<file path="config.mk">
export PLATFORM = sky130hd
export DESIGN_NAME = fax_mh_line_decoder
export DESIGN_NICKNAME = d
export VERILOG_FILES = /design/src/fmh_pkg.sv /design/src/fmh_front.sv /design/src/fmh_back.sv /design/src/fax_mh_line_decoder.sv
export SDC_FILE = /design/constraint.sdc
export NUM_CORES = 1
export LEC_CHECK = 0
export BUFFER_PORTS_ARGS = -buffer_cell sky130_fd_sc_hd__buf_2
export CELL_PAD_IN_SITES_DETAIL_PLACEMENT = 2
export CELL_PAD_IN_SITES_GLOBAL_PLACEMENT = 2
export CORE_MARGIN = 3
export CORE_UTILIZATION = 30
export CTS_CLUSTER_DIAMETER = 40
export DETAILED_ROUTE_END_ITERATION = 6
export PLACE_DENSITY_LB_ADDON = 0.1
export SLEW_MARGIN = 25
export SYNTH_ARGS = -nofsm -noshare
export SYNTH_HDL_FRONTEND = slang
export SYNTH_SLANG_ARGS = --single-unit
</file>
<file path="constraint.sdc">
create_clock -name clk -period 12.7 [get_ports clk]
set_input_delay 0.635 -clock clk [delete_from_list [all_inputs] [get_ports clk]]
set_output_delay 0.635 -clock clk [all_outputs]
set_load 0.02 [all_outputs]
</file>
<file path="src/fmh_pkg.sv">
package fmh_pkg;

  localparam int unsigned LookaheadBits = 13;

  typedef enum logic [1:0] {
    K_ERR  = 2'd0,
    K_EOL  = 2'd1,
    K_MAKE = 2'd2,
    K_TERM = 2'd3
  } code_kind_t;

  typedef enum logic [1:0] {
    EV_SPAN  = 2'd0,
    EV_EOL   = 2'd1,
    EV_ERROR = 2'd2,
    EV_FULL  = 2'd3
  } event_kind_t;

  typedef enum logic [1:0] {
    CFG_BIT_REVERSE = 2'd0,
    CFG_HIGH_RES    = 2'd1,
    CFG_LINE_WIDTH  = 2'd2,
    CFG_PAGE_LINES  = 2'd3
  } cfg_index_t;

  typedef struct packed {
    code_kind_t  kind;
    logic [3:0]  len;
    logic [11:0] run;
  } code_ent_t;

  typedef struct packed {
    event_kind_t kind;
    logic [11:0] row;
    logic [11:0] span_start;
    logic [11:0] span_end;
  } evt_t;

  typedef struct packed {
    logic       bit_reverse;
    logic       high_resolution;
    logic [11:0] line_width;
    logic [11:0] page_lines;
  } cfg_t;

  function automatic code_ent_t mk(input code_kind_t k, input int unsigned l,
                                   input int unsigned r);
    code_ent_t e;
    e.kind = k;
    e.len  = l[3:0];
    e.run  = r[11:0];
    return e;
  endfunction

  // make-up codes above 1728, common to both colours, plus EOL
  function automatic code_ent_t ext_entry(input logic [12:0] idx);
    code_ent_t e;
    e = mk(K_ERR, 1, 0);
    casez (idx)
      13'b00000001000??: e = mk(K_MAKE, 11, 1792);
      13'b00000001100??: e = mk(K_MAKE, 11, 1856);
      13'b00000001101??: e = mk(K_MAKE, 11, 1920);
      13'b000000010010?: e = mk(K_MAKE, 12, 1984);
      13'b000000010011?: e = mk(K_MAKE, 12, 2048);
      13'b000000010100?: e = mk(K_MAKE, 12, 2112);
      13'b000000010101?: e = mk(K_MAKE, 12, 2176);
      13'b000000010110?: e = mk(K_MAKE, 12, 2240);
      13'b000000010111?: e = mk(K_MAKE, 12, 2304);
      13'b000000011100?: e = mk(K_MAKE, 12, 2368);
      13'b000000011101?: e = mk(K_MAKE, 12, 2432);
      13'b000000011110?: e = mk(K_MAKE, 12, 2496);
      13'b000000011111?: e = mk(K_MAKE, 12, 2560);
      13'b000000000001?: e = mk(K_EOL, 12, 0);
      default: e = mk(K_ERR, 1, 0);
    endcase
    return e;
  endfunction

  function automatic code_ent_t white_entry(input logic [12:0] idx);
    code_ent_t e;
    e = ext_entry(idx);
    casez (idx)
      13'b00110101?????: e = mk(K_TERM, 8, 0);
      13'b000111???????: e = mk(K_TERM, 6, 1);
      13'b0111?????????: e = mk(K_TERM, 4, 2);
      13'b1000?????????: e = mk(K_TERM, 4, 3);
      13'b1011?????????: e = mk(K_TERM, 4, 4);
      13'b1100?????????: e = mk(K_TERM, 4, 5);
      13'b1110?????????: e = mk(K_TERM, 4, 6);
      13'b1111?????????: e = mk(K_TERM, 4, 7);
      13'b10011????????: e = mk(K_TERM, 5, 8);
      13'b10100????????: e = mk(K_TERM, 5, 9);
      13'b00111????????: e = mk(K_TERM, 5, 10);
      13'b01000????????: e = mk(K_TERM, 5, 11);
      13'b001000???????: e = mk(K_TERM, 6, 12);
      13'b000011???????: e = mk(K_TERM, 6, 13);
      13'b110100???????: e = mk(K_TERM, 6, 14);
      13'b110101???????: e = mk(K_TERM, 6, 15);
      13'b101010???????: e = mk(K_TERM, 6, 16);
      13'b101011???????: e = mk(K_TERM, 6, 17);
      13'b0100111??????: e = mk(K_TERM, 7, 18);
      13'b0001100??????: e = mk(K_TERM, 7, 19);
      13'b0001000??????: e = mk(K_TERM, 7, 20);
      13'b0010111??????: e = mk(K_TERM, 7, 21);
      13'b0000011??????: e = mk(K_TERM, 7, 22);
      13'b0000100??????: e = mk(K_TERM, 7, 23);
      13'b0101000??????: e = mk(K_TERM, 7, 24);
      13'b0101011??????: e = mk(K_TERM, 7, 25);
      13'b0010011??????: e = mk(K_TERM, 7, 26);
      13'b0100100??????: e = mk(K_TERM, 7, 27);
      13'b0011000??????: e = mk(K_TERM, 7, 28);
      13'b00000010?????: e = mk(K_TERM, 8, 29);
      13'b00000011?????: e = mk(K_TERM, 8, 30);
      13'b00011010?????: e = mk(K_TERM, 8, 31);
      13'b00011011?????: e = mk(K_TERM, 8, 32);
      13'b00010010?????: e = mk(K_TERM, 8, 33);
      13'b00010011?????: e = mk(K_TERM, 8, 34);
      13'b00010100?????: e = mk(K_TERM, 8, 35);
      13'b00010101?????: e = mk(K_TERM, 8, 36);
      13'b00010110?????: e = mk(K_TERM, 8, 37);
      13'b00010111?????: e = mk(K_TERM, 8, 38);
      13'b00101000?????: e = mk(K_TERM, 8, 39);
      13'b00101001?????: e = mk(K_TERM, 8, 40);
      13'b00101010?????: e = mk(K_TERM, 8, 41);
      13'b00101011?????: e = mk(K_TERM, 8, 42);
      13'b00101100?????: e = mk(K_TERM, 8, 43);
      13'b00101101?????: e = mk(K_TERM, 8, 44);
      13'b00000100?????: e = mk(K_TERM, 8, 45);
      13'b00000101?????: e = mk(K_TERM, 8, 46);
      13'b00001010?????: e = mk(K_TERM, 8, 47);
      13'b00001011?????: e = mk(K_TERM, 8, 48);
      13'b01010010?????: e = mk(K_TERM, 8, 49);
      13'b01010011?????: e = mk(K_TERM, 8, 50);
      13'b01010100?????: e = mk(K_TERM, 8, 51);
      13'b01010101?????: e = mk(K_TERM, 8, 52);
      13'b00100100?????: e = mk(K_TERM, 8, 53);
      13'b00100101?????: e = mk(K_TERM, 8, 54);
      13'b01011000?????: e = mk(K_TERM, 8, 55);
      13'b01011001?????: e = mk(K_TERM, 8, 56);
      13'b01011010?????: e = mk(K_TERM, 8, 57);
      13'b01011011?????: e = mk(K_TERM, 8, 58);
      13'b01001010?????: e = mk(K_TERM, 8, 59);
      13'b01001011?????: e = mk(K_TERM, 8, 60);
      13'b00110010?????: e = mk(K_TERM, 8, 61);
      13'b00110011?????: e = mk(K_TERM, 8, 62);
      13'b00110100?????: e = mk(K_TERM, 8, 63);
      13'b11011????????: e = mk(K_MAKE, 5, 64);
      13'b10010????????: e = mk(K_MAKE, 5, 128);
      13'b010111???????: e = mk(K_MAKE, 6, 192);
      13'b0110111??????: e = mk(K_MAKE, 7, 256);
      13'b00110110?????: e = mk(K_MAKE, 8, 320);
      13'b00110111?????: e = mk(K_MAKE, 8, 384);
      13'b01100100?????: e = mk(K_MAKE, 8, 448);
      13'b01100101?????: e = mk(K_MAKE, 8, 512);
      13'b01101000?????: e = mk(K_MAKE, 8, 576);
      13'b01100111?????: e = mk(K_MAKE, 8, 640);
      13'b011001100????: e = mk(K_MAKE, 9, 704);
      13'b011001101????: e = mk(K_MAKE, 9, 768);
      13'b011010010????: e = mk(K_MAKE, 9, 832);
      13'b011010011????: e = mk(K_MAKE, 9, 896);
      13'b011010100????: e = mk(K_MAKE, 9, 960);
      13'b011010101????: e = mk(K_MAKE, 9, 1024);
      13'b011010110????: e = mk(K_MAKE, 9, 1088);
      13'b011010111????: e = mk(K_MAKE, 9, 1152);
      13'b011011000????: e = mk(K_MAKE, 9, 1216);
      13'b011011001????: e = mk(K_MAKE, 9, 1280);
      13'b011011010????: e = mk(K_MAKE, 9, 1344);
      13'b011011011????: e = mk(K_MAKE, 9, 1408);
      13'b010011000????: e = mk(K_MAKE, 9, 1472);
      13'b010011001????: e = mk(K_MAKE, 9, 1536);
      13'b010011010????: e = mk(K_MAKE, 9, 1600);
      13'b011000???????: e = mk(K_MAKE, 6, 1664);
      13'b010011011????: e = mk(K_MAKE, 9, 1728);
      default: ;
    endcase
    return e;
  endfunction

  function automatic code_ent_t black_entry(input logic [12:0] idx);
    code_ent_t e;
    e = ext_entry(idx);
    casez (idx)
      13'b0000110111???: e = mk(K_TERM, 10, 0);
      13'b010??????????: e = mk(K_TERM, 3, 1);
      13'b11???????????: e = mk(K_TERM, 2, 2);
      13'b10???????????: e = mk(K_TERM, 2, 3);
      13'b011??????????: e = mk(K_TERM, 3, 4);
      13'b0011?????????: e = mk(K_TERM, 4, 5);
      13'b0010?????????: e = mk(K_TERM, 4, 6);
      13'b00011????????: e = mk(K_TERM, 5, 7);
      13'b000101???????: e = mk(K_TERM, 6, 8);
      13'b000100???????: e = mk(K_TERM, 6, 9);
      13'b0000100??????: e = mk(K_TERM, 7, 10);
      13'b0000101??????: e = mk(K_TERM, 7, 11);
      13'b0000111??????: e = mk(K_TERM, 7, 12);
      13'b00000100?????: e = mk(K_TERM, 8, 13);
      13'b00000111?????: e = mk(K_TERM, 8, 14);
      13'b000011000????: e = mk(K_TERM, 9, 15);
      13'b0000010111???: e = mk(K_TERM, 10, 16);
      13'b0000011000???: e = mk(K_TERM, 10, 17);
      13'b0000001000???: e = mk(K_TERM, 10, 18);
      13'b00001100111??: e = mk(K_TERM, 11, 19);
      13'b00001101000??: e = mk(K_TERM, 11, 20);
      13'b00001101100??: e = mk(K_TERM, 11, 21);
      13'b00000110111??: e = mk(K_TERM, 11, 22);
      13'b00000101000??: e = mk(K_TERM, 11, 23);
      13'b00000010111??: e = mk(K_TERM, 11, 24);
      13'b00000011000??: e = mk(K_TERM, 11, 25);
      13'b000011001010?: e = mk(K_TERM, 12, 26);
      13'b000011001011?: e = mk(K_TERM, 12, 27);
      13'b000011001100?: e = mk(K_TERM, 12, 28);
      13'b000011001101?: e = mk(K_TERM, 12, 29);
      13'b000001101000?: e = mk(K_TERM, 12, 30);
      13'b000001101001?: e = mk(K_TERM, 12, 31);
      13'b000001101010?: e = mk(K_TERM, 12, 32);
      13'b000001101011?: e = mk(K_TERM, 12, 33);
      13'b000011010010?: e = mk(K_TERM, 12, 34);
      13'b000011010011?: e = mk(K_TERM, 12, 35);
      13'b000011010100?: e = mk(K_TERM, 12, 36);
      13'b000011010101?: e = mk(K_TERM, 12, 37);
      13'b000011010110?: e = mk(K_TERM, 12, 38);
      13'b000011010111?: e = mk(K_TERM, 12, 39);
      13'b000001101100?: e = mk(K_TERM, 12, 40);
      13'b000001101101?: e = mk(K_TERM, 12, 41);
      13'b000011011010?: e = mk(K_TERM, 12, 42);
      13'b000011011011?: e = mk(K_TERM, 12, 43);
      13'b000001010100?: e = mk(K_TERM, 12, 44);
      13'b000001010101?: e = mk(K_TERM, 12, 45);
      13'b000001010110?: e = mk(K_TERM, 12, 46);
      13'b000001010111?: e = mk(K_TERM, 12, 47);
      13'b000001100100?: e = mk(K_TERM, 12, 48);
      13'b000001100101?: e = mk(K_TERM, 12, 49);
      13'b000001010010?: e = mk(K_TERM, 12, 50);
      13'b000001010011?: e = mk(K_TERM, 12, 51);
      13'b000000100100?: e = mk(K_TERM, 12, 52);
      13'b000000110111?: e = mk(K_TERM, 12, 53);
      13'b000000111000?: e = mk(K_TERM, 12, 54);
      13'b000000100111?: e = mk(K_TERM, 12, 55);
      13'b000000101000?: e = mk(K_TERM, 12, 56);
      13'b000001011000?: e = mk(K_TERM, 12, 57);
      13'b000001011001?: e = mk(K_TERM, 12, 58);
      13'b000000101011?: e = mk(K_TERM, 12, 59);
      13'b000000101100?: e = mk(K_TERM, 12, 60);
      13'b000001011010?: e = mk(K_TERM, 12, 61);
      13'b000001100110?: e = mk(K_TERM, 12, 62);
      13'b000001100111?: e = mk(K_TERM, 12, 63);
      13'b0000001111???: e = mk(K_MAKE, 10, 64);
      13'b000011001000?: e = mk(K_MAKE, 12, 128);
      13'b000011001001?: e = mk(K_MAKE, 12, 192);
      13'b000001011011?: e = mk(K_MAKE, 12, 256);
      13'b000000110011?: e = mk(K_MAKE, 12, 320);
      13'b000000110100?: e = mk(K_MAKE, 12, 384);
      13'b000000110101?: e = mk(K_MAKE, 12, 448);
      13'b0000001101100: e = mk(K_MAKE, 13, 512);
      13'b0000001101101: e = mk(K_MAKE, 13, 576);
      13'b0000001001010: e = mk(K_MAKE, 13, 640);
      13'b0000001001011: e = mk(K_MAKE, 13, 704);
      13'b0000001001100: e = mk(K_MAKE, 13, 768);
      13'b0000001001101: e = mk(K_MAKE, 13, 832);
      13'b0000001110010: e = mk(K_MAKE, 13, 896);
      13'b0000001110011: e = mk(K_MAKE, 13, 960);
      13'b0000001110100: e = mk(K_MAKE, 13, 1024);
      13'b0000001110101: e = mk(K_MAKE, 13, 1088);
      13'b0000001110110: e = mk(K_MAKE, 13, 1152);
      13'b0000001110111: e = mk(K_MAKE, 13, 1216);
      13'b0000001010010: e = mk(K_MAKE, 13, 1280);
      13'b0000001010011: e = mk(K_MAKE, 13, 1344);
      13'b0000001010100: e = mk(K_MAKE, 13, 1408);
      13'b0000001010101: e = mk(K_MAKE, 13, 1472);
      13'b0000001011010: e = mk(K_MAKE, 13, 1536);
      13'b0000001011011: e = mk(K_MAKE, 13, 1600);
      13'b0000001100100: e = mk(K_MAKE, 13, 1664);
      13'b0000001100101: e = mk(K_MAKE, 13, 1728);
      default: ;
    endcase
    return e;
  endfunction

endpackage

</file>
<file path="src/fmh_front.sv">
// Byte intake: optional bit reversal, then a two-entry queue to the decoder
module fmh_front (
  input  logic       clk,
  input  logic       rst,
  input  logic       bit_reverse,
  input  logic       in_valid,
  output logic       in_ready,
  input  logic [7:0] code_byte,
  output logic       q_valid,
  output logic [7:0] q_byte,
  input  logic       q_pop
);

  logic [7:0] slot [2];
  logic       rd_ptr;
  logic       wr_ptr;
  logic [1:0] count;
  logic [7:0] rev_byte;
  logic       push;

  always_comb begin
    for (int i = 0; i < 8; i++) begin
      rev_byte[i] = code_byte[7 - i];
    end
  end

  assign in_ready = (count != 2'd2);
  assign push     = in_valid && in_ready;
  assign q_valid  = (count != 2'd0);
  assign q_byte   = slot[rd_ptr];

  always_ff @(posedge clk) begin
    if (rst) begin
      rd_ptr <= 1'b0;
      wr_ptr <= 1'b0;
      count  <= 2'd0;
    end else begin
      if (push) begin
        slot[wr_ptr] <= bit_reverse ? rev_byte : code_byte;
        wr_ptr       <= ~wr_ptr;
      end
      if (q_pop) begin
        rd_ptr <= ~rd_ptr;
      end
      count <= count + {1'b0, push} - {1'b0, q_pop};
    end
  end

endmodule

</file>
<file path="src/fmh_back.sv">
// Decoder: bit window, run-code lookup, row and page bookkeeping, event output
module fmh_back #(
  parameter int unsigned WINDOW_BITS = 24
) (
  input  logic         clk,
  input  logic         rst,
  input  fmh_pkg::cfg_t cfg,
  input  logic         q_valid,
  input  logic [7:0]   q_byte,
  output logic         q_pop,
  output logic         out_valid,
  input  logic         out_ready,
  output logic [1:0]   event_kind,
  output logic [11:0]  row,
  output logic [11:0]  span_start,
  output logic [11:0]  span_end,
  output logic         last
);

  localparam int unsigned UsedW  = $clog2(WINDOW_BITS + 1);
  localparam int unsigned Slack  = WINDOW_BITS - fmh_pkg::LookaheadBits;

  typedef enum logic [2:0] {
    ST_IDLE,
    ST_DEC,
    ST_END,
    ST_FULL
  } state_t;

  typedef enum logic [1:0] {
    MD_SYNC,
    MD_DECODE,
    MD_DONE
  } mode_t;

  state_t                   state;
  mode_t                    mode;
  logic [WINDOW_BITS-1:0]   bit_window;
  logic [UsedW-1:0]         bits_used;
  logic                     colour_is_black;
  logic [12:0]              column;
  logic [12:0]              black_start;
  logic [12:0]              coded_line;
  logic                     end_to_sync;
  fmh_pkg::event_kind_t     end_kind;
  fmh_pkg::evt_t            pend;
  logic                     pend_v;
  fmh_pkg::evt_t            out_evt;

  logic                     slot_free;
  logic                     have_bits;
  logic [12:0]              idx;
  fmh_pkg::code_ent_t       ent;
  logic [12:0]              col_next;
  logic [12:0]              span_e;
  logic [11:0]              cur_row;
  logic [12:0]              line_next;
  logic [12:0]              limit;
  logic [11:0]              pl_eff;
  logic [UsedW-1:0]         used_clamp;
  logic [UsedW-1:0]         used_load;
  logic [UsedW-1:0]         shamt;
  logic                     out_load;

  assign slot_free = !out_valid || out_ready;
  assign have_bits = (bits_used <= UsedW'(Slack));
  assign shamt     = UsedW'(Slack) - bits_used;
  assign idx       = 13'(bit_window >> shamt);
  assign ent       = colour_is_black ? fmh_pkg::black_entry(idx) : fmh_pkg::white_entry(idx);
  assign col_next  = column + {1'b0, ent.run};
  assign span_e    = (col_next < {1'b0, cfg.line_width}) ? col_next : {1'b0, cfg.line_width};
  assign cur_row   = cfg.high_resolution ? coded_line[12:1] : coded_line[11:0];
  assign line_next = coded_line + 13'd1;
  assign pl_eff    = (cfg.page_lines == 12'd0) ? 12'd1 : cfg.page_lines;
  assign limit     = cfg.high_resolution ? {pl_eff, 1'b0} : {1'b0, pl_eff};
  assign used_clamp = (bits_used > UsedW'(WINDOW_BITS)) ? UsedW'(WINDOW_BITS) : bits_used;
  assign used_load  = (used_clamp >= UsedW'(8)) ? used_clamp - UsedW'(8) : '0;
  assign q_pop      = (state == ST_IDLE) && q_valid;

  // the held event moves to the output register this cycle
  assign out_load = slot_free && pend_v && (
                      (state == ST_DEC && (mode == MD_DONE || !have_bits)) ||
                      (state == ST_DEC && mode == MD_DECODE && have_bits &&
                       ent.kind == fmh_pkg::K_TERM && colour_is_black &&
                       span_e > black_start) ||
                      state == ST_END || state == ST_FULL);

  assign event_kind = out_evt.kind;
  assign row        = out_evt.row;
  assign span_start = out_evt.span_start;
  assign span_end   = out_evt.span_end;

  // output valid flag
  always_ff @(posedge clk) begin
    if (rst) begin
      out_valid <= 1'b0;
    end else if (out_load) begin
      out_valid <= 1'b1;
    end else if (out_ready) begin
      out_valid <= 1'b0;
    end
  end

  // Sequencer: one byte at a time, one code, one searched bit or one event per cycle while the output slot is free
  always_ff @(posedge clk) begin
    if (rst) begin
      state           <= ST_IDLE;
      mode            <= MD_SYNC;
      bit_window      <= '0;
      bits_used       <= UsedW'(WINDOW_BITS);
      colour_is_black <= 1'b0;
      column          <= '0;
      black_start     <= '0;
      coded_line      <= '0;
      pend_v          <= 1'b0;
      last            <= 1'b0;
      end_to_sync     <= 1'b0;
      end_kind        <= fmh_pkg::EV_EOL;
    end else begin
      case (state)
        ST_IDLE: begin
          if (q_valid && mode != MD_DONE) begin
            bit_window <= WINDOW_BITS'({bit_window, q_byte});
            bits_used  <= used_load;
            state      <= ST_DEC;
          end
        end
        ST_DEC: begin
          if (mode == MD_DONE || !have_bits) begin
            // byte done: the held event goes out marked last
            if (!pend_v) begin
              state <= ST_IDLE;
            end else if (slot_free) begin
              out_evt   <= pend;
              last      <= 1'b1;
              pend_v    <= 1'b0;
              state     <= ST_IDLE;
            end
          end else if (slot_free) begin
            if (mode == MD_SYNC) begin
              if (idx[12:1] == 12'd1) begin
                bits_used       <= bits_used + UsedW'(12);
                mode            <= MD_DECODE;
                colour_is_black <= 1'b0;
                column          <= '0;
                black_start     <= '0;
              end else begin
                bits_used <= bits_used + UsedW'(1);
              end
            end else begin
              column    <= col_next;
              bits_used <= bits_used + UsedW'(ent.len);
              case (ent.kind)
                fmh_pkg::K_EOL: begin
                  end_kind    <= fmh_pkg::EV_EOL;
                  end_to_sync <= 1'b0;
                  state       <= ST_END;
                end
                fmh_pkg::K_ERR: begin
                  end_kind    <= fmh_pkg::EV_ERROR;
                  end_to_sync <= 1'b1;
                  state       <= ST_END;
                end
                default: begin
                  if (ent.kind == fmh_pkg::K_TERM) begin
                    if (!colour_is_black) begin
                      black_start <= col_next;
                    end else if (span_e > black_start) begin
                      if (pend_v) begin
                        out_evt   <= pend;
                        last      <= 1'b0;
                      end
                      pend.kind       <= fmh_pkg::EV_SPAN;
                      pend.row        <= cur_row;
                      pend.span_start <= black_start[11:0];
                      pend.span_end   <= span_e[11:0];
                      pend_v          <= 1'b1;
                    end
                    colour_is_black <= ~colour_is_black;
                  end
                  if (col_next > {1'b0, cfg.line_width}) begin
                    end_kind    <= fmh_pkg::EV_ERROR;
                    end_to_sync <= 1'b1;
                    state       <= ST_END;
                  end
                end
              endcase
            end
          end
        end
        ST_END: begin
          if (slot_free) begin
            if (pend_v) begin
              out_evt   <= pend;
              last      <= 1'b0;
            end
            pend.kind       <= end_kind;
            pend.row        <= cur_row;
            pend.span_start <= '0;
            pend.span_end   <= '0;
            pend_v          <= 1'b1;
            coded_line      <= line_next;
            colour_is_black <= 1'b0;
            column          <= '0;
            black_start     <= '0;
            mode            <= end_to_sync ? MD_SYNC : MD_DECODE;
            state           <= (line_next >= limit) ? ST_FULL : ST_DEC;
          end
        end
        ST_FULL: begin
          if (slot_free) begin
            if (pend_v) begin
              out_evt   <= pend;
              last      <= 1'b0;
            end
            pend.kind       <= fmh_pkg::EV_FULL;
            pend.row        <= cur_row;
            pend.span_start <= '0;
            pend.span_end   <= '0;
            pend_v          <= 1'b1;
            mode            <= MD_DONE;
            state           <= ST_DEC;
          end
        end
        default: state <= ST_IDLE;
      endcase
    end
  end

endmodule

</file>
<file path="src/fax_mh_line_decoder.sv">
// One-dimensional modified Huffman fax line decoder. Coded bytes (optionally
// bit-reversed) enter through a two-entry queue; the decoder holds a
// WINDOW_BITS-bit window and decodes one run code per clock once 13 bits are
// buffered, or moves one bit per clock while hunting for EOL, as long as the
// output register is free. Each black run comes out as a row/start/end span;
// row ends (EOL or error) and page full come out as events, with last set on
// the final event of each byte. A byte is loaded into the window, its codes
// or searched bits are decoded, its row and page events are issued, and a
// closing step sends any held event; only then is the next byte taken.
// After page full every further byte is accepted and ignored.
// User must write configuration only while no byte is in flight (unenforced).
module fax_mh_line_decoder #(
  parameter int unsigned WINDOW_BITS = 24
) (
  input  logic        clk,
  input  logic        rst,
  input  logic        cfg_write,
  input  logic [1:0]  cfg_index,
  input  logic [11:0] cfg_data,
  input  logic        in_valid,
  output logic        in_ready,
  input  logic [7:0]  code_byte,
  output logic        out_valid,
  input  logic        out_ready,
  output logic [1:0]  event_kind,
  output logic [11:0] row,
  output logic [11:0] span_start,
  output logic [11:0] span_end,
  output logic        last
);

  fmh_pkg::cfg_t cfg;
  logic          q_valid;
  logic [7:0]    q_byte;
  logic          q_pop;

  // configuration registers
  always_ff @(posedge clk) begin
    if (rst) begin
      cfg.bit_reverse     <= 1'b0;
      cfg.high_resolution <= 1'b0;
      cfg.line_width      <= 12'd1728;
      cfg.page_lines      <= 12'd1410;
    end else if (cfg_write) begin
      case (fmh_pkg::cfg_index_t'(cfg_index))
        fmh_pkg::CFG_BIT_REVERSE: cfg.bit_reverse     <= cfg_data[0];
        fmh_pkg::CFG_HIGH_RES:    cfg.high_resolution <= cfg_data[0];
        fmh_pkg::CFG_LINE_WIDTH:  cfg.line_width      <= cfg_data;
        fmh_pkg::CFG_PAGE_LINES:  cfg.page_lines      <= cfg_data;
        default: ;
      endcase
    end
  end

  fmh_front u_front (
    .clk         (clk),
    .rst         (rst),
    .bit_reverse (cfg.bit_reverse),
    .in_valid    (in_valid),
    .in_ready    (in_ready),
    .code_byte   (code_byte),
    .q_valid     (q_valid),
    .q_byte      (q_byte),
    .q_pop       (q_pop)
  );

  fmh_back #(
    .WINDOW_BITS (WINDOW_BITS)
  ) u_back (
    .clk        (clk),
    .rst        (rst),
    .cfg        (cfg),
    .q_valid    (q_valid),
    .q_byte     (q_byte),
    .q_pop      (q_pop),
    .out_valid  (out_valid),
    .out_ready  (out_ready),
    .event_kind (event_kind),
    .row        (row),
    .span_start (span_start),
    .span_end   (span_end),
    .last       (last)
  );

endmodule
</file>
Word level (Yosys, flattened, before mapping) --
Memory sizes are Yosys's and may differ from the RTL's. A register that Yosys moved wholly into a read port is not among the register bits. Cells that the tools add are included.
Storage, ports and cells: memories 1, register bits 186, bits of input ports 27, RAM bits 16, output and inout bits 41, word-level logic and storage cells 444
Memories:
- u_front.slot | depth 2, width 8, rd ports 1, clocked after Yosys merged registers in 1, write ports 1, RTL line fmh_front.sv:14 | logic [7:0] slot [2];
Cells by class: magnitude comparators 7, $add $sub $neg 9, reduce and logical (&&, ||, !) cells 49, bitwise logic cells 6, equal/unequal tests 232, mux-type cells 111, shift operators 1
Operators by type and width (number):
- 18-bit case mux with 91 select lines | 2
- 38-bit 2-to-1 mux | 20
- 13-bit by 7-bit equality test with 1-bit output, second input constant | 20
- 18-bit case mux with 14 select lines | 1
- 12-bit by 7-bit equality test with 1-bit output, second input constant | 20
- 13-bit 2-to-1 mux | 13
- 12-bit by 8-bit equality test with 1-bit output, second input constant | 14
- 9-bit by 8-bit equality test with 1-bit output, second input constant | 16
- 12-bit by 5-bit equality test with 1-bit output, second input constant | 10
- 12-bit by 6-bit equality test with 1-bit output, second input constant | 10
- 38-bit case mux with 3 select lines | 1
- 8-bit by 6-bit equality test with 1-bit output, second input constant | 14
- 8-bit by 7-bit equality test with 1-bit output, second input constant | 14
- 38-bit case mux with 2 select lines | 1
- 8-bit by 5-bit equality test with 1-bit output, second input constant | 8
- 13-bit case mux with 2 select lines | 2
- 7-bit by 6-bit equality test with 1-bit output, second input constant | 5
- 5-bit 2-to-1 mux | 7
- 1-bit 2-to-1 mux | 34
- 11-bit by 4-bit equality test with 1-bit output, second input constant | 3
- 11-bit by 7-bit equality test with 1-bit output, second input constant | 3
- 3-bit 2-to-1 mux | 10
- 3-bit inequality test, second input constant | 9
- 6-bit equality test, second input constant | 4
- 76 further kinds | 174

Depth between registers and ports, before layout --
Gate-level depths: netlist (run 1).
depth after elaboration 18, gate-level depth with buffers 51, depth with buffers taken out 46

By module --
A second synthesis (run 1) with hierarchy kept.
Unflattened totals: cell total of the unflattened synthesis 1735, area total of the unflattened synthesis 14833.0 um^2
Modules (own cells, without submodules):
- fmh_back | instances 1, cells each 1571, area an instance 12819.8 um^2, seq. area each 3843.7 um^2
- fax_mh_line_decoder | instances 1, cells each 106, area an instance 1093.5 um^2, seq. area each 520.5 um^2
- fmh_front | instances 1, cells each 58, area an instance 919.6 um^2, seq. area each 580.6 um^2

Least setup slack after synthesis (run 1) --
Ideal clock, no wire load.
kind register to register, start reg u_back.bits_used[2], end reg u_back.out_evt (netlist bit u_back.event_kind[0]), enable pin, clock period less this slack 12.060 ns, library setup time 0.491 ns, stages on the path, launching flop included 47, setup slack 0.640 ns, data arrival time 11.569 ns, required time 12.209 ns, path buffers 5, path through dfxtp_1 > inv_1 > clkbuf_1 > ha_1 > clkbuf_1 > nand2_1 > o32ai_1 > or2_1 > clkbuf_1 > clkbuf_1 > nor3_1 > a21oi_1 > nor2_1 > nor3_1 > nand2_1 > or4_1 > a2111oi_0 > a22oi_1 > (+11 left out) > o21ai_0 > nand2b_1 > a21oi_1 > a21oi_1 > a21oi_1 > clkbuf_1 > mux2_2 > ha_1 > o21a_1 > o21ai_0 > nand2b_1 > a21oi_1 > o21ai_0 > a21o_1 > a21oi_1 > o21ai_0 > nand4_1 > a211oi_1
On the way: cells in the longest elaborated chain, start to end 12, elaborated cells on any way between the ends 219, classes of those cells 2 x add/sub; 3 x order compare; 203 x eq/ne; 1 x shift; 5 x mux; 5 x reduce/logical
RTL lines:
- from (decl) | RTL line fmh_back.sv:39 | logic [UsedW-1:0] bits_used;
- from (signal assigned) | RTL line fmh_back.sv:110 | bits_used <= UsedW'(WINDOW_BITS);
- from (signal assigned) | RTL line fmh_back.sv:124 | bits_used <= used_load;
- from (signal assigned) | RTL line fmh_back.sv:142 | bits_used <= bits_used + UsedW'(12);
- 4-bit by 5-bit subtractor with 5-bit output | RTL line fmh_back.sv:67 | assign shamt = UsedW'(Slack) - bits_used;
- 24-bit by 5-bit right shift with 13-bit output | RTL line fmh_back.sv:68 | assign idx = 13'(bit_window >> shamt);
- 12-bit by 1-bit equality test with 1-bit output, or another cell as far along | RTL line fmh_pkg.sv:59 | casez (idx)
- 18-bit case mux with 14 select lines | RTL line fmh_pkg.sv:59
- 18-bit case mux with 91 select lines (on tied branches) | RTL line fmh_pkg.sv:82, fmh_pkg.sv:182
- 18-bit 2-to-1 mux | RTL line fmh_back.sv:69 | assign ent = colour_is_black ? fmh_pkg::black_entry(idx) : fmh_pkg::white_entry(idx);
- 13-bit by 12-bit adder with 13-bit output | RTL line fmh_back.sv:70 | assign col_next = column + {1'b0, ent.run};
- 13-bit by 12-bit < comparator with 1-bit output | RTL line fmh_back.sv:71 | assign span_e = (col_next < {1'b0, cfg.line_width}) ? col_next : {1'b0, cfg.line_width};
- 13-bit 2-to-1 mux | RTL line fmh_back.sv:71
- 13-bit greater-than comparator | RTL line fmh_back.sv:168 | end else if (span_e > black_start) begin
- 3-bit inequality test (no source line)
- 11-bit AND reduction (no source line) *
- to (signal assigned) | RTL line fmh_back.sv:170 | out_evt <= pend;
- to (signal assigned) | RTL line fmh_back.sv:194 | out_evt <= pend;
- to (signal assigned) | RTL line fmh_back.sv:213 | out_evt <= pend;
- to (decl) | RTL line fmh_back.sv:48 | fmh_pkg::evt_t out_evt;
Mark *: on every way between the ends. The rest lies on a longest branch, timed or not. A chain may end at the register's enable or synchronous reset.

Final worst setup path (run 1) --
start reg u_back.bits_used[2], end reg, netlist name u_back.span_end[7]
On the way: cells in the longest elaborated chain, start to end 12, elaborated cells on any way between the ends 219, classes of those cells 2 x add/sub; 3 x order compare; 203 x eq/ne; 1 x shift; 5 x mux; 5 x reduce/logical
RTL lines (RTL line):
- 4-bit by 5-bit subtractor with 5-bit output | fmh_back.sv:67
- 24-bit by 5-bit right shift with 13-bit output | fmh_back.sv:68
- 12-bit by 1-bit equality test with 1-bit output, or another cell as far along | fmh_pkg.sv:59
- 18-bit case mux with 14 select lines | fmh_pkg.sv:59
- 18-bit case mux with 91 select lines (on tied branches) | fmh_pkg.sv:82, fmh_pkg.sv:182
- 18-bit 2-to-1 mux | fmh_back.sv:69
- 13-bit by 12-bit adder with 13-bit output | fmh_back.sv:70
- 13-bit by 12-bit < comparator with 1-bit output | fmh_back.sv:71
- 13-bit 2-to-1 mux | fmh_back.sv:71
- 13-bit greater-than comparator | fmh_back.sv:168
- 3-bit inequality test (no source line)
- 11-bit AND reduction (no source line) *
Marked as above.

==> results.md, run 1 <==
- Status: finished, final reports clean
- Number of synthesized register bits: 200
- Pleak: roughly 6 nW
- Count of final setup violators: 0
- GRT Util Overall: between 20% and 30%
- Ys async rst share: 0%
- PD cells: approximately 130 nW/µm²
- Net switching power: between 0.8 and 0.9 mW
- Sequential-to-total area share from yosys stat: approximately a third
- Syn. warnings: 0
- Vias in the first global route: 14480
- Vias: ~14000
- Slew headroom: 31.01%
- RSZ-0062 raised after global routing: false
- Worst VDD drop: roughly 150 µV
- Antenna violations before repair: 1
- Row count: 80
- Required time worst endpoint: roughly 13 ns
- Internal: about 1.3 mW
- DPL Wire Length: between 40000 and 50000 µm
- Top achievable clock speed: between 80 and 90 MHz
- Post-route cell area: 16300 µm²
- CP most frequent cell: o21ai_0
- Top Ports: 68
- Crit. End Element: register
- # diodes: 0
- Total die area: 51410 µm²
- Setup TNS: 0 ns
- CP Max Fanout: 33
- Worst Path Arrival: between 10 and 15 ns
- Min Tclk post-route: ~11 ns
- Clock Path Buffers: 2
- Number of synthesized flops with an enable pin: 92
- Largest area contributor in the netlist: edfxtp_1
- Total Power: about 2.1 mW
- Core ar.: ~48000 µm²
- Final hold slack: just over 0.4 ns
- Synth Net Count: between 1500 and 2000
- Clk Tree Root Cell: clkbuf_16
- First-pass GRT wire length: between 90000 and 100000 µm
- Vias/cell: 5.857
- Crit path largest cell delay: 0.96 ns
- Post-synthesis cell type count: ~100
- DRC Markers: 0
- Gate power share: 35.8%
- MaxCap Viol Count: 0
- Die width: ~230 µm
- Placed cell areas: 15650 µm²
- Syn_area_per_cell: 8.691 µm²
- Routability congestion estimate from global placement: between 0.9 and 1
- Share of layout cells above drive strength 1: 17.01%
- Hold/Removal Path Class: primary input to register
- Most frequent cells in the layout: nand2_1 (225), nor2_1 (156), a21oi_1 (114)
- Sequential Power Share: a little under two fifths
- Die Height: 226.7 µm
- Main synth FF type: dfxtp_1
- Detailed router's first-iteration violation count: around 1000
- ANT nets after route: 0
- Switch share: 39.39%
- Drt total wl: between 50000 and 60000 µm
- Area Overhead vs Synth: 11.50%
- Final Hold Viols: 0
- Synthesized cell area: 14620 µm²
- Slew Limit Fails: 0
- Crit share post-route: around nine tenths
- CP max-delay cell: o32ai_2
- Total CTS buffers: 17
- Post-synth top area share: between 10% and 20%
- IO Port Bufs: between 60 and 70
- Clock skew: 0.02017 ns
- CTS hold repair buffers: 0
- Syn Inst Count: roughly 1700
- Critical path class: register to register
- Largest cells by area after synthesis: edfxtp_1 (19%), dfxtp_1 (15%), mux2_2 (6.4%), nand2_1 (5.8%), ha_1 (5.3%)
- Average wire per standard cell: 25.43 µm
- Global route overflow: 0
- Clk pin slew, worst setup/hold paths: 0.08 ns
- Max H-tree Level: 4
- Final net count: 1801
- First drt pass iteration count: 5
- Most common cell after layout, fill and taps aside: nand2_1
- Worst-margin pin slew: 1.035 ns
- CTS tree: built
- Clk_lat worst skew: 0.48 ns
- Clock power share: 26.8%
- Largest net degree at the start of global routing: 82
- Starting density of the core: 30.49%
- Clock sink total: 200
- Setup crit start kind: register
cells by family after synthesis:
family                   count (synthesis)  synth area share (%)
adder cells (fa/ha/maj)                 64                 5.581
buffers and inverters                  148                 4.494
other                                    1               0.02565
flip-flops                             200                 33.69
AO/OA/AOI/OAI                          413                 19.27
XOR/XNOR                                45                 2.748
AND/OR/NAND/NOR                        653                 21.22
multiplexers                           158                 12.98
through the flow:
step                      setup WS (ns)  utilization, %  std cells
after floorplan                  0.6397               -       1682
after global placement            1.189           32.54       2301
after detailed placement          1.009           32.64       2302
after CTS                        0.9163           33.92       2334
after global routing             0.2265           33.99       2338
final                             1.208           33.99       2338
per-layer routing:
metal	track usage, %	up-vias	wire length (µm)
met2	37.43	346	27300
met5	0	-	0
li1	-	6315	-
met1	32.12	6949	27920
met4	7.415	0	1548
met3	4.117	84	2677
critical path: cells and delay by family (launching register included):
kind                       cells  cell delay (ns)
adders and majority gates      4             1.28
AOI/OAI and AO/OA             23             5.10
buffers and inverters          4             0.99
DFF                            1             0.31
xor gates and xnor gates       2             0.75
muxes                          1             0.37
and+or+nand+nor               10             2.29
path summary, 6_finish.rpt:
path | to | cells after the start | slack (ns) | startpoint
max | u_back.span_end[7] | 44 | 1.21 | u_back.bits_used[2]
min | cfg[17] | 3 | 0.41 | cfg_data[5]
max reg2reg | u_back.span_end[7] | 44 | 1.21 | u_back.bits_used[2]
min reg2reg | u_back.column[12] | 2 | 0.47 | u_back.column[12]
cells in the mapped netlist (14+ instances only):
library cell and count:
dfxtp_1 108, ha_1 62, and2_1 26, nor4_1 21
edfxtp_1 92, o22ai_1 25, a31oi_1 22, o21ai_0 62
clkbuf_1 68, mux4_2 16, inv_1 42, nor2_1 157
buf_1 14, xnor2_1 22, xor2_1 22, mux2_2 83
mux2i_1 56, a21oi_1 114, a211oi_1 20, nand2_1 225
nor2b_1 15, nand4_1 28, nand3_1 50, nor3_1 52
o21a_1 18
flip-flops by register name (all words and copies together), names as in the netlist:
register and cells:
u_back.bit_window 24, u_back.state 2, u_back.colour_is_black 1, u_back.last 1, u_back.bits_used 5, u_back.end_kind 2, u_back.out_valid 1, u_back.row 12
u_front.wr_ptr 1, u_back.pend_v 1, u_back.event_kind 2, u_back.black_start 13, u_front.rd_ptr 1, u_back.coded_line 13, u_back.pend 38, u_back.column 13
u_front.slot 16, cfg 26, u_back.mode 2, u_back.span_end 12, u_back.span_start 12, u_front.count 2
repair_timing:
| action | CTS | global route |
|---|---|---|
| setup endpoints to repair | 0 | 71 |
| gates resized for setup | 0 | 1 |
| buffers inserted | 0 | 4 |
area by class of cell:
class,instances,area (µm²)
Clock buffer,18,439.2
Tap cell,615,769.5
Timing Repair Buffer,113,715.7
Clock inverter,14,173.9
Fill cell,5362,31650
Multi-Input combinational cell,1334,9109
Sequential cell,200,4926
Inverter,44,165.2
power by group through the flow:
stage | clock [mW] | combinational [mW] | sequential [mW]
after CTS | 0.591 | 0.760 | 0.797
after floorplan | 0 | 0.549 | 0.776
after global placement | 0 | 0.736 | 0.808
after global routing | 0.617 | 0.834 | 0.806
after detailed placement | 0 | 0.756 | 0.812
final | 0.569 | 0.761 | 0.796
Power figures use the tool's default switching activity.
==> inputs of run 2 (changes only) <==
--- a/config.mk
+++ b/config.mk
@@ -12,7 +12,7 @@
 export CORE_UTILIZATION = 30
 export CTS_CLUSTER_DIAMETER = 40
 export DETAILED_ROUTE_END_ITERATION = 6
-export PLACE_DENSITY_LB_ADDON = 0.1
+export PLACE_DENSITY = 0.65
 export SLEW_MARGIN = 25
 export SYNTH_ARGS = -nofsm -noshare
 export SYNTH_HDL_FRONTEND = slang
==> results.md, run 2 (synthesis results as in run 1) <==
- Clock Path Buffers: 2
- Vias: 13770
- CTS tree: built
- Max H-tree Level: 4
- Hold Startpoint: cfg_data[4]
- Required time worst endpoint: 12.82 ns
- Antenna violations before repair: 0
- DRC Markers: 0
- Clock skew: approximately 0.017 ns
- Min Tclk post-route: roughly 12 ns
- MaxCap Viol Count: 0
- Average wire per standard cell: approximately 26 µm
- Reg2Reg Setup Slack: between 1 and 1.5 ns
- Total die area: ~51000 µm²
- Clock sink total: 200
- Total CTS buffers: 17
- Critical path class: register to register
- Hold Path End: cfg[4]
- CP max-delay cell: nand4_1
- Clk pin slew, worst setup/hold paths: ~0.080 ns
- Pleak: ~6.0 nW
- Detailed router's first-iteration violation count: 960
- Starting density of the core: between 30% and 40%
- Area Overhead vs Synth: 11.25%
- Die width: 226.7 µm
- Largest register FFs: 38
- Reg with most FFs: u_back.pend
- CP Max Fanout: 39
- Share of layout cells above drive strength 1: between 15 and 20%
- Vias in the first global route: 14680
- Largest net degree at the start of global routing: 87
- RSZ-0062 raised after global routing: false
- Setup TNS: 0 ns
- Worst R2R End: u_back.pend[6]
- Hold/Removal Path Class: primary input to register
- # diodes: 0
- PD cells: approximately 130 nW/µm²
- DPL Wire Length: 46630 µm
- Setup crit start kind: register
- Most common cell after layout, fill and taps aside: nand2_1
- R2r worst-path depth: between 40 and 50
- Top Ports: 68
- R2R Path Start: u_back.bits_used[3]
- Routability congestion estimate from global placement: approximately 0.98
- Drt total wl: around 60000 µm
- Slew Limit Fails: 0
- CTS hold repair buffers: 0
- Most frequent cells in the layout: nand2_1 (225), nor2_1 (154), a21oi_1 (114)
- Worst VDD drop: about 150 µV
- Slew headroom: approximately 33%
- First-pass GRT wire length: 92730 µm
- ANT nets after route: 0
- Top achievable clock speed: around 87 MHz
- Row count: 80
- First drt pass iteration count: 6
- Crit. End Element: register
- Die Height: 226.7 µm
- Final Hold Viols: 0
- Biggest regs: u_back.pend: 38 flops, cfg: 26 flops, u_back.bit_window: 24 flops
- GRT Util Overall: roughly a quarter
- Clk_lat worst skew: 0.49 ns
- Count of final setup violators: 0
- Core ar.: 47950 µm²
- Vias/cell: between 5 and 6
- Final net count: about 1800
- Worst Hold Depth: 3
- Crit share post-route: roughly nine tenths
- Worst-margin pin slew: between 1 and 1.5 ns
- Clk Tree Root Cell: clkbuf_16
- Status: finished, final reports clean
- IO Port Bufs: 67
- Crit path largest cell delay: 0.67 ns
- CP most frequent cell: o21ai_0
- Worst Path Arrival: roughly 12 ns
- Total Power: around 2.1 mW
- Global route overflow: 0
## run 2: cell types whose count changed in the layout (fill, tap and decap cells not counted), sizes merged
cell	delta
clkbuf	-1
inv	+3
buf	-2
clkinv	-2
## run 2: worst max-delay path: cells and delay by family, from the launching register on
family,cells,cell delay [ns]
compound gates,22,4.04
xor+xnor,1,0.29
fa+ha+maj,5,1.83
buf+inv,5,1.20
flops,1,0.50
mux,1,0.36
simple gates,11,2.93
## run 2: timing repair
action,CTS,global route
hold endpoints to repair,0,0
setup endpoints to repair,0,77
resized for setup,0,5
buffers inserted,0,0
## run 2: where the power goes
group          leakage, nW  switching (mW)  internal, mW
clock                0.285           0.289         0.263
combinational         3.94           0.481         0.288
sequential            1.73          0.0641         0.725
## run 2: metrics by stage
stage | util, % | hold slack, ns | instances | area, µm² | setup WS, ns
floorplan | - | 0.4358 | 1682 | 14620 | 0.6397
global placement | 32.57 | 0.4460 | 2303 | 15620 | 1.423
detailed placement | 32.66 | 0.4578 | 2304 | 15660 | 1.013
CTS | 33.87 | 0.3898 | 2336 | 16240 | 0.9799
global route | 33.92 | 0.4062 | 2336 | 16260 | 0.06141
finish | 33.92 | 0.4316 | 2336 | 16260 | 1.140
## run 2: final cells by class
class,count,area [µm²]
fillers,5371,31680
multi-input cells,1334,9133
flip-flops and latches,200,4926
well taps,615,769.5
repair buffers,111,691.9
clock buffers,17,425.4
inverters,44,165.2
clock inverters,15,151.4
## run 2: how the worst max path moves through the flow
stage,startpoint,end,slack (ns),depth (start not counted)
after global placement,u_back.bits_used[3],u_back.span_start[9],1.42,45
after CTS,u_back.bits_used[3],u_back.span_start[8],0.98,45
after global routing,u_back.bits_used[3],u_back.pend[6],0.06,45
final,u_back.bits_used[3],u_back.pend[6],1.14,45
after detailed placement,u_back.bits_used[3],u_back.span_start[5],1.01,45
after floorplan,u_back.bits_used[2],u_back.event_kind[0],0.64,46
## run 2: metal layers
metal / wire (µm) / track usage (%) / part of all wire, % / vias to the layer above
li1: - / - / - / 6309
met1: 27740 / 32.08 / 46 / 6983
met2: 28030 / 38.21 / 47 / 386
met3: 2763 / 4.104 / 4.6 / 96
met4: 1678 / 7.843 / 2.8 / 0
met5: 0 / 0 / 0 / -
